`src/rtl/assert_macros.svh`:
```
// Assertion macros used by the RTL of the neighbor edge weight block.
// No dependencies.
`ifndef ASSERT_MACROS_SVH
`define ASSERT_MACROS_SVH

// clocked assertion, disabled while reset is asserted
`define ASSERT_CLK(lbl, clk, rstn, prop) \
  lbl: assert property (@(posedge clk) disable iff (!(rstn)) (prop)) \
    else $error("assertion lbl failed");

// never true while out of reset
`define ASSERT_NEVER(lbl, clk, rstn, expr) \
  `ASSERT_CLK(lbl, clk, rstn, !(expr))

`endif

```
`src/rtl/nwe_pkg.sv`:
```
// Types, constants and helper functions of the neighbor edge weight block.
// No dependencies.
`default_nettype none
package nwe_pkg;

  localparam int unsigned REG_ROW_WIDTH = 0;
  localparam int unsigned REG_BETA      = 1;
  localparam int unsigned REG_GAMMA     = 2;

  localparam int unsigned D2W  = 18;
  localparam int unsigned WGTW = 24;
  localparam logic [15:0] INV_SQRT2_Q16 = 16'd46341;
  localparam logic [3:0]  LAST_TERM     = 4'd12;

  localparam logic [1:0] LANE_LEFT    = 2'd0;
  localparam logic [1:0] LANE_UPLEFT  = 2'd1;
  localparam logic [1:0] LANE_UP      = 2'd2;
  localparam logic [1:0] LANE_UPRIGHT = 2'd3;

  typedef struct packed {
    logic [3:0][D2W-1:0] d2;
    logic [3:0]          mask;
  } job_t;

  function automatic logic [D2W-1:0] dist2(input logic [31:0] a, input logic [31:0] b);
    logic [D2W-1:0] s;
    logic [7:0]     d;
    s = '0;
    for (int i = 0; i < 4; i++) begin
      d = (a[8*i +: 8] > b[8*i +: 8]) ? (a[8*i +: 8] - b[8*i +: 8])
                                      : (b[8*i +: 8] - a[8*i +: 8]);
      s = s + D2W'(d) * D2W'(d);
    end
    return s;
  endfunction

  // floor(2^32 / k)
  function automatic logic [31:0] recip(input logic [3:0] k);
    logic [31:0] r;
    case (k)
      4'd2:    r = 32'd2147483648;
      4'd3:    r = 32'd1431655765;
      4'd4:    r = 32'd1073741824;
      4'd5:    r = 32'd858993459;
      4'd6:    r = 32'd715827882;
      4'd7:    r = 32'd613566756;
      4'd8:    r = 32'd536870912;
      4'd9:    r = 32'd477218588;
      4'd10:   r = 32'd429496729;
      4'd11:   r = 32'd390451572;
      4'd12:   r = 32'd357913941;
      default: r = 32'hFFFF_FFFF;
    endcase
    return r;
  endfunction

endpackage
`default_nettype wire

```
`src/rtl/nwe_fifo.sv`:
```
// Two-entry job queue between the pixel front end and the weight engine.
// Depends on nwe_pkg and assert_macros.svh.
`default_nettype none
`include "assert_macros.svh"
module nwe_fifo import nwe_pkg::*; (
  input  wire logic clk_i,
  input  wire logic rst_ni,
  input  wire logic push_i,
  input  job_t      din_i,
  output logic      full_o,
  input  wire logic pop_i,
  output job_t      dout_o,
  output logic      empty_o
);
  job_t       mem_q [2];
  logic       wr_q, rd_q;
  logic [1:0] cnt_q;

  assign full_o  = (cnt_q == 2'd2);
  assign empty_o = (cnt_q == 2'd0);
  assign dout_o  = mem_q[rd_q];

  always_ff @(posedge clk_i) begin
    if (push_i) begin
      mem_q[wr_q] <= din_i;
    end
  end

  always_ff @(posedge clk_i or negedge rst_ni) begin
    if (!rst_ni) begin
      wr_q  <= 1'b0;
      rd_q  <= 1'b0;
      cnt_q <= 2'd0;
    end else begin
      if (push_i) wr_q <= ~wr_q;
      if (pop_i)  rd_q <= ~rd_q;
      cnt_q <= cnt_q + {1'b0, push_i} - {1'b0, pop_i};
    end
  end

  `ASSERT_NEVER(a_no_overflow, clk_i, rst_ni, push_i && full_o)
  `ASSERT_NEVER(a_no_underflow, clk_i, rst_ni, pop_i && empty_o)
  `ASSERT_NEVER(a_count_range, clk_i, rst_ni, cnt_q == 2'd3)
endmodule
`default_nettype wire

```
`config.mk`:
```
export PLATFORM = sky130hd
export DESIGN_NAME = nwe_fifo
export DESIGN_NICKNAME = d
export VERILOG_FILES = /design/src/rtl/nwe_pkg.sv /design/src/rtl/nwe_fifo.sv
export VERILOG_INCLUDE_DIRS = /design/src /design/src/rtl
export SDC_FILE = /design/constraint.sdc
export NUM_CORES = 1
export LEC_CHECK = 0
export ABC_CLOCK_PERIOD_IN_PS = 11350
export BUFFER_PORTS_ARGS = -buffer_cell sky130_fd_sc_hd__buf_2
export CAP_MARGIN = 20
export CORE_MARGIN = 2
export CORE_UTILIZATION = 56
export CTS_CLUSTER_DIAMETER = 200
export DETAILED_ROUTE_END_ITERATION = 10
export PLACE_DENSITY = 0.9
export SLEW_MARGIN = 10
export SYNTH_ARGS = -nofsm -noshare
export SYNTH_HDL_FRONTEND = slang
export SYNTH_SLANG_ARGS = --single-unit
```
`constraint.sdc`:
```
create_clock -name clk_i -period 11.35 [get_ports clk_i]
set_input_delay 1.135 -clock clk_i [delete_from_list [all_inputs] [get_ports clk_i]]
set_output_delay 1.135 -clock clk_i [all_outputs]
set_load 0.01 [all_outputs]
```
# After elaboration in Yosys (flattened, before gate mapping)
# Memories as Yosys holds them, arrays and structs flattened.
# Index checks and enable logic that the tools add are counted.
[classes]
mux = 2
addsub = 2
n_eq_ne = 1
n_bitwise = 2
n_reduce_logical = 1
[ops]
columns = ["op", "n"]
rows = [
  ["$add A2 B1 Y2", 1],
  ["$eq A2 B2 Y1 const B", 1],
  ["$logic_not A2 Y1", 1],
  ["$mux W1", 2],
  ["$not A1 Y1", 2],
  ["$sub A2 B1 Y2", 1],
]
[totals]
word_cells = 12
memories = 1
regBits = 4
out_inout_bits = 78
ram_bits = 152
in_bits = 80
[mem_list]
columns = ["name", "words", "word_bits", "rd", "rd_ports_with_merged_regs", "write_ports", "line", "source"]
rows = [
  ["mem_q", 2, 76, 1, 0, 1, "nwe_fifo.sv:15", "job_t mem_q [2];"],
]

# Logic depth before layout (Yosys ltp)
# Gate-level depths: netlist of the first run.
[depth]
ltp_word = 2
ltp_mapped = 5
mapped_depth_nobuf = 5

# Worst setup path before layout of the first run
# OpenSTA, ideal clock, no wires.
[synth_timing]
path_type = "input -> register"
from = "input push_i"
to = "memory mem_q[0][0] in the netlist's numbering, enable pin"
path_slack_ns = 6.368
n_path_buf = 0
setup_ns = 0.520
required_ns = 10.830
t_arrival_ns = 4.462
path_stages = 1
cell_sequence = "nor2b_1"
[synth_via]
elab_chain_cells = 2
[synth_rtl]
columns = ["item", "line", "source"]
rows = [
  ["start, declared", "nwe_fifo.sv:8", "input wire logic push_i,"],
  ["$mux W1", "nwe_fifo.sv:24", "if (push_i) begin"],
  ["$mux W1 (not written as such)", "nwe_fifo.sv:25", "mem_q[wr_q] <= din_i;"],
  ["end, declared", "nwe_fifo.sv:15", ""],
]
# Every way passes these cells.

==> summary.txt, run 1 <==
Detailed routing
  – DRC violation count after routing: 0
  – Average wire per standard cell: around 17 microns
  – Number of vias after detailed routing: around 2900
  – Number of nets with antenna violations after detailed routing: 0
  – Total Wirelength: slightly below 10000 microns
  – Length of the first detailed-routing pass in iterations: 4
  – Detailed Route Iter0 Violations: 96
  – Vias per std cell: ~5.1

Critical path
  – Register-to-register setup slack: roughly 9.2 ns
  – CP startpoint kind: register
  – Worst Setup End Kind: output pin
  – CP Max Fanout: 54
  – Worst EP required: slightly above 10 ns
  – Worst setup path class: reg2out
  – Worst Path Arrival: around 2.1 ns

Logic synthesis
  – Number of unique standard cell types used by synthesis: 13
  – Number of warning messages in the yosys log: 0
  – Seq cells post-synth: 156
  – Mean post-synth cell area: 23.0 sq um
  – Net count of the mapped netlist: between 300 and 400
  – Post-synthesis instance total: about 250
  – Post-synthesis instance area: between 5000 and 6000 sq um
  – Sequential area share after synthesis: 0.803

STA
  – Max_slew headroom: 0.321
  – RSZ-0062 raised after global routing: false
  – WHS: approximately 0.42 ns
  – Final hold violations: 0
  – Share of the clock period used by the worst path: 0.285
  – Final period demand of the worst path: roughly 3.2 ns
  – Pins Over Slew Limit: 0
  – Final worst clock skew: about 0.0052 ns
  – Final-layout setup total negative slack: 0 ns
  – Highest clock frequency the design can meet: a little over 300 MHz
  – Pin slew with the least headroom to its limit: between 1 and 1.5 ns
  – Final Setup Violations: 0

Placement
  – I/O Buffers: ~160
  – DPL Wire Length: between 6000 and 7000 microns
  – Final Wtd Congestion: slightly above 0.7

Cells and area
  – Signed area change from the synthesized netlist to the final layout: 25.0%
  – Nets: just over 500
  – Number of diodes: 0
  – # fillers: slightly below 700
  – Fraction of final layout cells with drive strength greater than 1: 0.615

Power and ir drop
  – Leakage power summed over all cells: around 0.0029 uW
  – Peak ir drop on the vdd network: just over 0.2 mV
  – Power Density: roughly 250 nW/um^2

Job
  – Max-cap check violation count: 0

Floorplan
  – Number of primary I/O pins: ~160
  – Core area: around 10000 sq um
  – X dimension of the die: around 110 microns
  – Overall die height: approximately 110 microns
  – Initial core utilization: 0.570
  – Number of standard-cell rows in the floorplan: 37
  – DIE AREA: 11200 sq um

Clock tree
  – Source-to-sink clock delay at the later pin of the worst-skew pair: between 0.5 and 0.6 ns
  – Buffer type at the clock tree root: sky130_fd_sc_hd__clkbuf_8
  – Maximum buffer depth of the clock tree: 2
  – Post CTS Setup Buffer Count: 0
  – Cts bufs inserted: 17
  – TritonCTS clock tree: done
  – Number of sinks driven by the clock tree: between 150 and 200
  – Post-CTS Resized: 0
  – Quantity of hold-fixing buffers added after cts: 0
  – Clock Pin Slew Worst Setup and Hold Paths: around 0.060 ns
  – H-tree lvl count: 4

Global routing
  – Largest net degree at the start of global routing: 78
  – Total grt overflow: 0
  – Global router's overall resource usage: 0.176
  – Fraction of met1 tracks used by global routing: 0.218
  – First-pass GRT wire length: between 10000 and 15000 microns
  – Antenna violations before repair: 0
  – GRT met3 Usage: 0.0668
  – Most heavily used metal layer in global routing: met2
  – GR Util met2: 0.282
  – Vias in the first global route: approximately 3000

Outcome
  – Run status: completed

Min path
  – Class of the most critical hold timing path: in2async
[path summary, 6_finish.rpt]
check | from | to | cells after the start
hold reg to reg | wr_q | wr_q | 1
setup / recovery | rd_q | dout_o[14] | 3
max in group asynchronous | rst_ni | rd_q | 1
setup reg to reg | wr_q | mem_q[0][6] | 2
min in group clk_i | wr_q | wr_q | 1
hold / removal | rst_ni | cnt_q[0] | 1
[flip-flops by register name, indices dropped and copies added (netlist names)]
signal  flops
cnt_q       2
mem_q     152
rd_q        1
wr_q        1
[final cells by class]
cell class / count / area (sq um) / share of cell area
Clock buffer: 19 / 422 / 0.0581
Clock inverter: 13 / 103 / 0.0141
Inverter: 2 / 7.51 / 0.00103
Multi-Input combinational cell: 85 / 1070 / 0.147
Sequential cell: 156 / 4670 / 0.643
Tap cell: 136 / 170 / 0.0234
Timing Repair Buffer: 159 / 821 / 0.113
[cell usage after synthesis]
master | count | area, sq um
sky130_fd_sc_hd__dfrtp_1 | 4 | 100
sky130_fd_sc_hd__mux2_4 | 30 | 450
sky130_fd_sc_hd__nor2b_1 | 2 | 12.5
sky130_fd_sc_hd__nor2_1 | 1 | 3.75
sky130_fd_sc_hd__and2_1 | 1 | 6.26
sky130_fd_sc_hd__edfxtp_1 | 152 | 4560
sky130_fd_sc_hd__mux2_2 | 46 | 518
sky130_fd_sc_hd__inv_1 | 2 | 7.51
sky130_fd_sc_hd__xor2_1 | 2 | 17.5
sky130_fd_sc_hd__buf_6 | 5 | 56.3
sky130_fd_sc_hd__buf_2 | 4 | 20.0
sky130_fd_sc_hd__xor3_1 | 1 | 23.8
sky130_fd_sc_hd__ha_1 | 2 | 25.0
[critical path, stage by stage (launching register included)]
cell                      delay (ns)
sky130_fd_sc_hd__dfrtp_4        0.65
sky130_fd_sc_hd__buf_16         0.32
sky130_fd_sc_hd__mux2_2         0.39
sky130_fd_sc_hd__buf_2          0.14
[metal layers]
| metal | share of wire | wire [microns] | vias to the layer above |
|---|---|---|---|
| li1 | - | - | 1335 |
| met1 | 0.41 | 3960 | 1421 |
| met2 | 0.50 | 4830 | 133 |
| met3 | 0.069 | 671 | 22 |
| met4 | 0.022 | 212 | 0 |
| met5 | 0 | 0 | - |
[cells by family (layout without fill, tap and decap cells)]
logic type                 count (synthesis)  after routing  share of synthesized area
buffers and inverters                     11            193                     0.0144
adders and majority gates                  2              2                    0.00431
and+or+nand+nor                            4              4                    0.00388
muxes                                     76             76                      0.167
xor gates and xnor gates                   3              3                    0.00711
DFF                                      156            156                      0.803
[cells in the final DEF (no fill, tap or decap)]
cell                         netlist  layout
sky130_fd_sc_hd__clkbuf_8          0       1
sky130_fd_sc_hd__nor2b_4           0       1
sky130_fd_sc_hd__buf_16            0       1
sky130_fd_sc_hd__clkbuf_16         0      16
sky130_fd_sc_hd__bufinv_16         0       1
sky130_fd_sc_hd__clkbuf_1          0       2
sky130_fd_sc_hd__mux2_2           46      46
sky130_fd_sc_hd__ha_1              2       2
sky130_fd_sc_hd__buf_4             0       1
sky130_fd_sc_hd__edfxtp_1        152     152
sky130_fd_sc_hd__clkinv_1          0       1
sky130_fd_sc_hd__dfrtp_1           4       3
sky130_fd_sc_hd__clkinv_4          0       1
sky130_fd_sc_hd__and2_4            0       1
sky130_fd_sc_hd__mux2_4           30      30
sky130_fd_sc_hd__clkinvlp_4        0       4
sky130_fd_sc_hd__xor2_1            2       2
sky130_fd_sc_hd__buf_2             4     157
sky130_fd_sc_hd__inv_1             2       2
sky130_fd_sc_hd__clkinv_2          0       6
sky130_fd_sc_hd__dfrtp_4           0       1
sky130_fd_sc_hd__xor3_1            1       1
sky130_fd_sc_hd__nor2b_1           2       1
sky130_fd_sc_hd__nor2_1            1       1
[power by group]
group / internal, uW / switching [uW]
logic: 259 / 251
registers: 768 / 48.0
clock network: 287 / 207
total: 1310 / 506
[stage by stage]
| step | instances | instance area [sq um] | setup WS (ns) | power (uW) | util |
|---|---|---|---|---|---|
| floorplan | 252 | 5810 | 6.37 | 1180 | - |
| global placement | 537 | 6710 | 8.36 | 1320 | 0.658 |
| detailed placement | 537 | 6710 | 8.29 | 1340 | 0.658 |
| CTS | 569 | 7230 | 7.86 | 1830 | 0.710 |
| global route | 570 | 7260 | 8.05 | 1900 | 0.713 |
| finish | 570 | 7260 | 8.12 | 1820 | 0.713 |
(Power assumes the default switching activity.)
==> inputs of run 2 (changes only) <==
ABC_CLOCK_PERIOD_IN_PS = 2650   (was 11350)
CORE_UTILIZATION = 47   (was 56)
PLACE_DENSITY = 0.82   (was 0.9)
clock period = 2.65 ns   (was 11.35 ns; I/O delays follow)
==> run 2 against run 1 <==
Via count fell by 1.2%; utilization fell by 10 points; die area rose by 18%; critical path depth did not move; count of clock-buffer cells in the layout rose by 1; critical path type unchanged; largest cell class unchanged; highest routed layer is now met5.
==> summary.txt, run 2 (same netlist as run 1, synthesis figures left out) <==
Cells and area
  – Nets: 507 (+0.80%)
  – Register with the most flip-flops: mem_q
  – # fillers: 894 (+32%)
  – Leading cell types in the layout, fill and taps excluded: 157 x sky130_fd_sc_hd__buf_2, 152 x sky130_fd_sc_hd__edfxtp_1, 46 x sky130_fd_sc_hd__mux2_2, 30 x sky130_fd_sc_hd__mux2_4, 17 x sky130_fd_sc_hd__clkbuf_16
  – Most common cell after layout, fill and taps aside: sky130_fd_sc_hd__buf_2
  – Sequential standard cell area: 4670 sq um (unchanged)
  – Final instance area: 7320 sq um (+0.88%)
  – Biggest registers after layout: mem_q (152), cnt_q (2)
  – Number of flip-flops under the largest register name: 152 (unchanged)
  – Signed area change from the synthesized netlist to the final layout: 26.1%
  – Multi-input gate area: 1070 sq um (unchanged)
  – Number of diodes: 0 (unchanged)
  – Fraction of final layout cells with drive strength greater than 1: 0.614 (-0.00105)

Critical path
  – R2R cell count: 2 (unchanged)
  – Worst EP required: 2.38 ns (-7.84 ns)
  – Worst setup path class: reg2out
  – RR Startpoint: wr_q
  – Worst Setup End Kind: output pin
  – Worst Path Arrival: 1.88 ns (-0.22 ns)
  – Register-to-register setup slack: 1.07 ns (-8.12 ns)
  – CP Max Fanout: 41 (-24%)
  – Setup crit start: rd_q
  – CP startpoint kind: register
  – Reg2Reg Capture Point: mem_q[1][75]
  – Crit path to: dout_o[5]

Clock tree
  – Number of sinks driven by the clock tree: 156 (unchanged)
  – Post-CTS Resized: 0 (unchanged)
  – Quantity of hold-fixing buffers added after cts: 1 (+1)
  – Maximum buffer depth of the clock tree: 2 (unchanged)
  – Clock Pin Slew Worst Setup and Hold Paths: 0.06 ns (about the same)
  – Source-to-sink clock delay at the later pin of the worst-skew pair: 0.41 ns (-0.10 ns)
  – Post CTS Setup Buffer Count: 0 (unchanged)
  – Cts bufs inserted: 17 (unchanged)
  – TritonCTS clock tree: done
  – Buffer type at the clock tree root: sky130_fd_sc_hd__clkbuf_16
  – H-tree lvl count: 4 (unchanged)

Placement
  – Final Wtd Congestion: 0.747 (+5.5%)
  – I/O Buffers: 157 (unchanged)
  – DPL Wire Length: 6540 microns (+6.3%)
  – Placement Cell Area: 6780 sq um (+1.0%)

Min path
  – Cell count of the worst hold path: 1
  – Class of the most critical hold timing path: in2reg

Floorplan
  – Overall die height: 115 microns (+8.8%)
  – X dimension of the die: 115 microns (+8.8%)
  – Number of primary I/O pins: 158 (unchanged)
  – Initial core utilization: 0.483 (-0.0867)
  – Core area: 12000 sq um (+18%)
  – Number of standard-cell rows in the floorplan: 40 (+8.1%)
  – DIE AREA: 13300 sq um (+18%)

Detailed routing
  – Length of the first detailed-routing pass in iterations: 4 (unchanged)
  – Number of vias after detailed routing: 2876 (-1.2%)
  – Vias per std cell: 4.92 (-3.7%)
  – DRC violation count after routing: 0 (unchanged)
  – Total Wirelength: 9770 microns (+1.0%)
  – Number of nets with antenna violations after detailed routing: 0 (unchanged)
  – Average wire per standard cell: 16.7 microns (-1.6%)
  – Detailed Route Iter0 Violations: 133 (+39%)

STA
  – Final worst clock skew: 0.00487 ns (-0.000353 ns)
  – Max_slew headroom: 0.607 (+0.286)
  – Final hold violations: 0 (unchanged)
  – Pin slew with the least headroom to its limit: 0.590 ns (-0.429 ns)
  – Pins Over Slew Limit: 0 (unchanged)
  – RSZ-0062 raised after global routing: false
  – Share of the clock period used by the worst path: 0.810
  – Final-layout setup total negative slack: 0 ns (unchanged)
  – Final period demand of the worst path: 2.15 ns
  – Highest clock frequency the design can meet: between 400 and 500 MHz
  – Final Setup Violations: 0 (unchanged)

Job
  – Max-cap check violation count: 0 (unchanged)

Power and ir drop
  – Leakage power summed over all cells: 0.00287 uW (+0.64%)
  – Peak ir drop on the vdd network: 0.758 mV (+270%)
  – Power Density: 1070 nW/um^2 (+330%)

Global routing
  – Vias in the first global route: 3001 (+0.67%)
  – Largest net degree at the start of global routing: 45 (-42%)
  – First-pass GRT wire length: 14600 microns (+0.72%)
  – Global router's overall resource usage: 0.152 (-0.0237)
  – Total grt overflow: 0 (unchanged)
  – Antenna violations before repair: 1 (+1)

Outcome
  – Run status: completed
==> run 2: cell count changes in the layout (fill, tap and decap cells not counted), sizes merged <==
| cell | delta |
|---|---|
| buf | +3 |
| clkinv | -2 |
| clkbuf | +1 |
| clkinvlp | +1 |
| dlygate4sd3 | +1 |
==> run 2: how the worst min path moves through the flow <==
stage,from,endpoint,slack (ns)
finish,din_i[30],mem_q[1][30],0.04
global placement,rst_ni,cnt_q[0],0.08
CTS,din_i[30],mem_q[1][30],0.02
detailed placement,rst_ni,cnt_q[0],0.08
global route,din_i[30],mem_q[0][30],0.01
floorplan,rst_ni,cnt_q[0],-0.03
==> run 2: worst max-delay path: stages (launching register included) <==
cell and delay [ns]:
sky130_fd_sc_hd__dfrtp_4 0.57, sky130_fd_sc_hd__buf_12 0.29, sky130_fd_sc_hd__mux2_2 0.39, sky130_fd_sc_hd__buf_2 0.14
==> run 2: layout make-up <==
cell class / count / area share
clock buffer: 20 / 0.0596
clock inverter: 12 / 0.0137
inverter: 2 / 0.00103
multi-input combinational: 85 / 0.146
sequential: 156 / 0.638
tap: 147 / 0.0251
timing repair buffer: 163 / 0.117
==> run 2: where the power goes <==
group / total [uW] / switching [uW] / internal [uW]
clock: 2170 / 889 / 1280
sequential: 3460 / 174 / 3280
combinational: 2230 / 1100 / 1130
==> run 2: stage by stage <==
step | setup WS [ns] | total power, uW | std cells | hold WS, ns | utilization
floorplan | 0.00827 | 5020 | 252 | -0.0306 | -
global placement | 0.949 | 5700 | 552 | 0.0767 | 0.564
detailed placement | 0.921 | 5790 | 552 | 0.0754 | 0.564
CTS | 0.472 | 7970 | 585 | 0.0170 | 0.610
global route | 0.423 | 8230 | 585 | 0.0143 | 0.610
finish | 0.504 | 7850 | 585 | 0.0374 | 0.610
==> run 2: layer usage <==
metal | track usage | wire (microns) | vias up | part of all wire
li1 | - | - | 1346 | -
met1 | 0.166 | 3870 | 1396 | 0.40
met2 | 0.260 | 4990 | 110 | 0.51
met3 | 0.0564 | 663 | 22 | 0.068
met4 | 0.0771 | 227 | 2 | 0.023
met5 | 0 | 16 | - | 0.0016
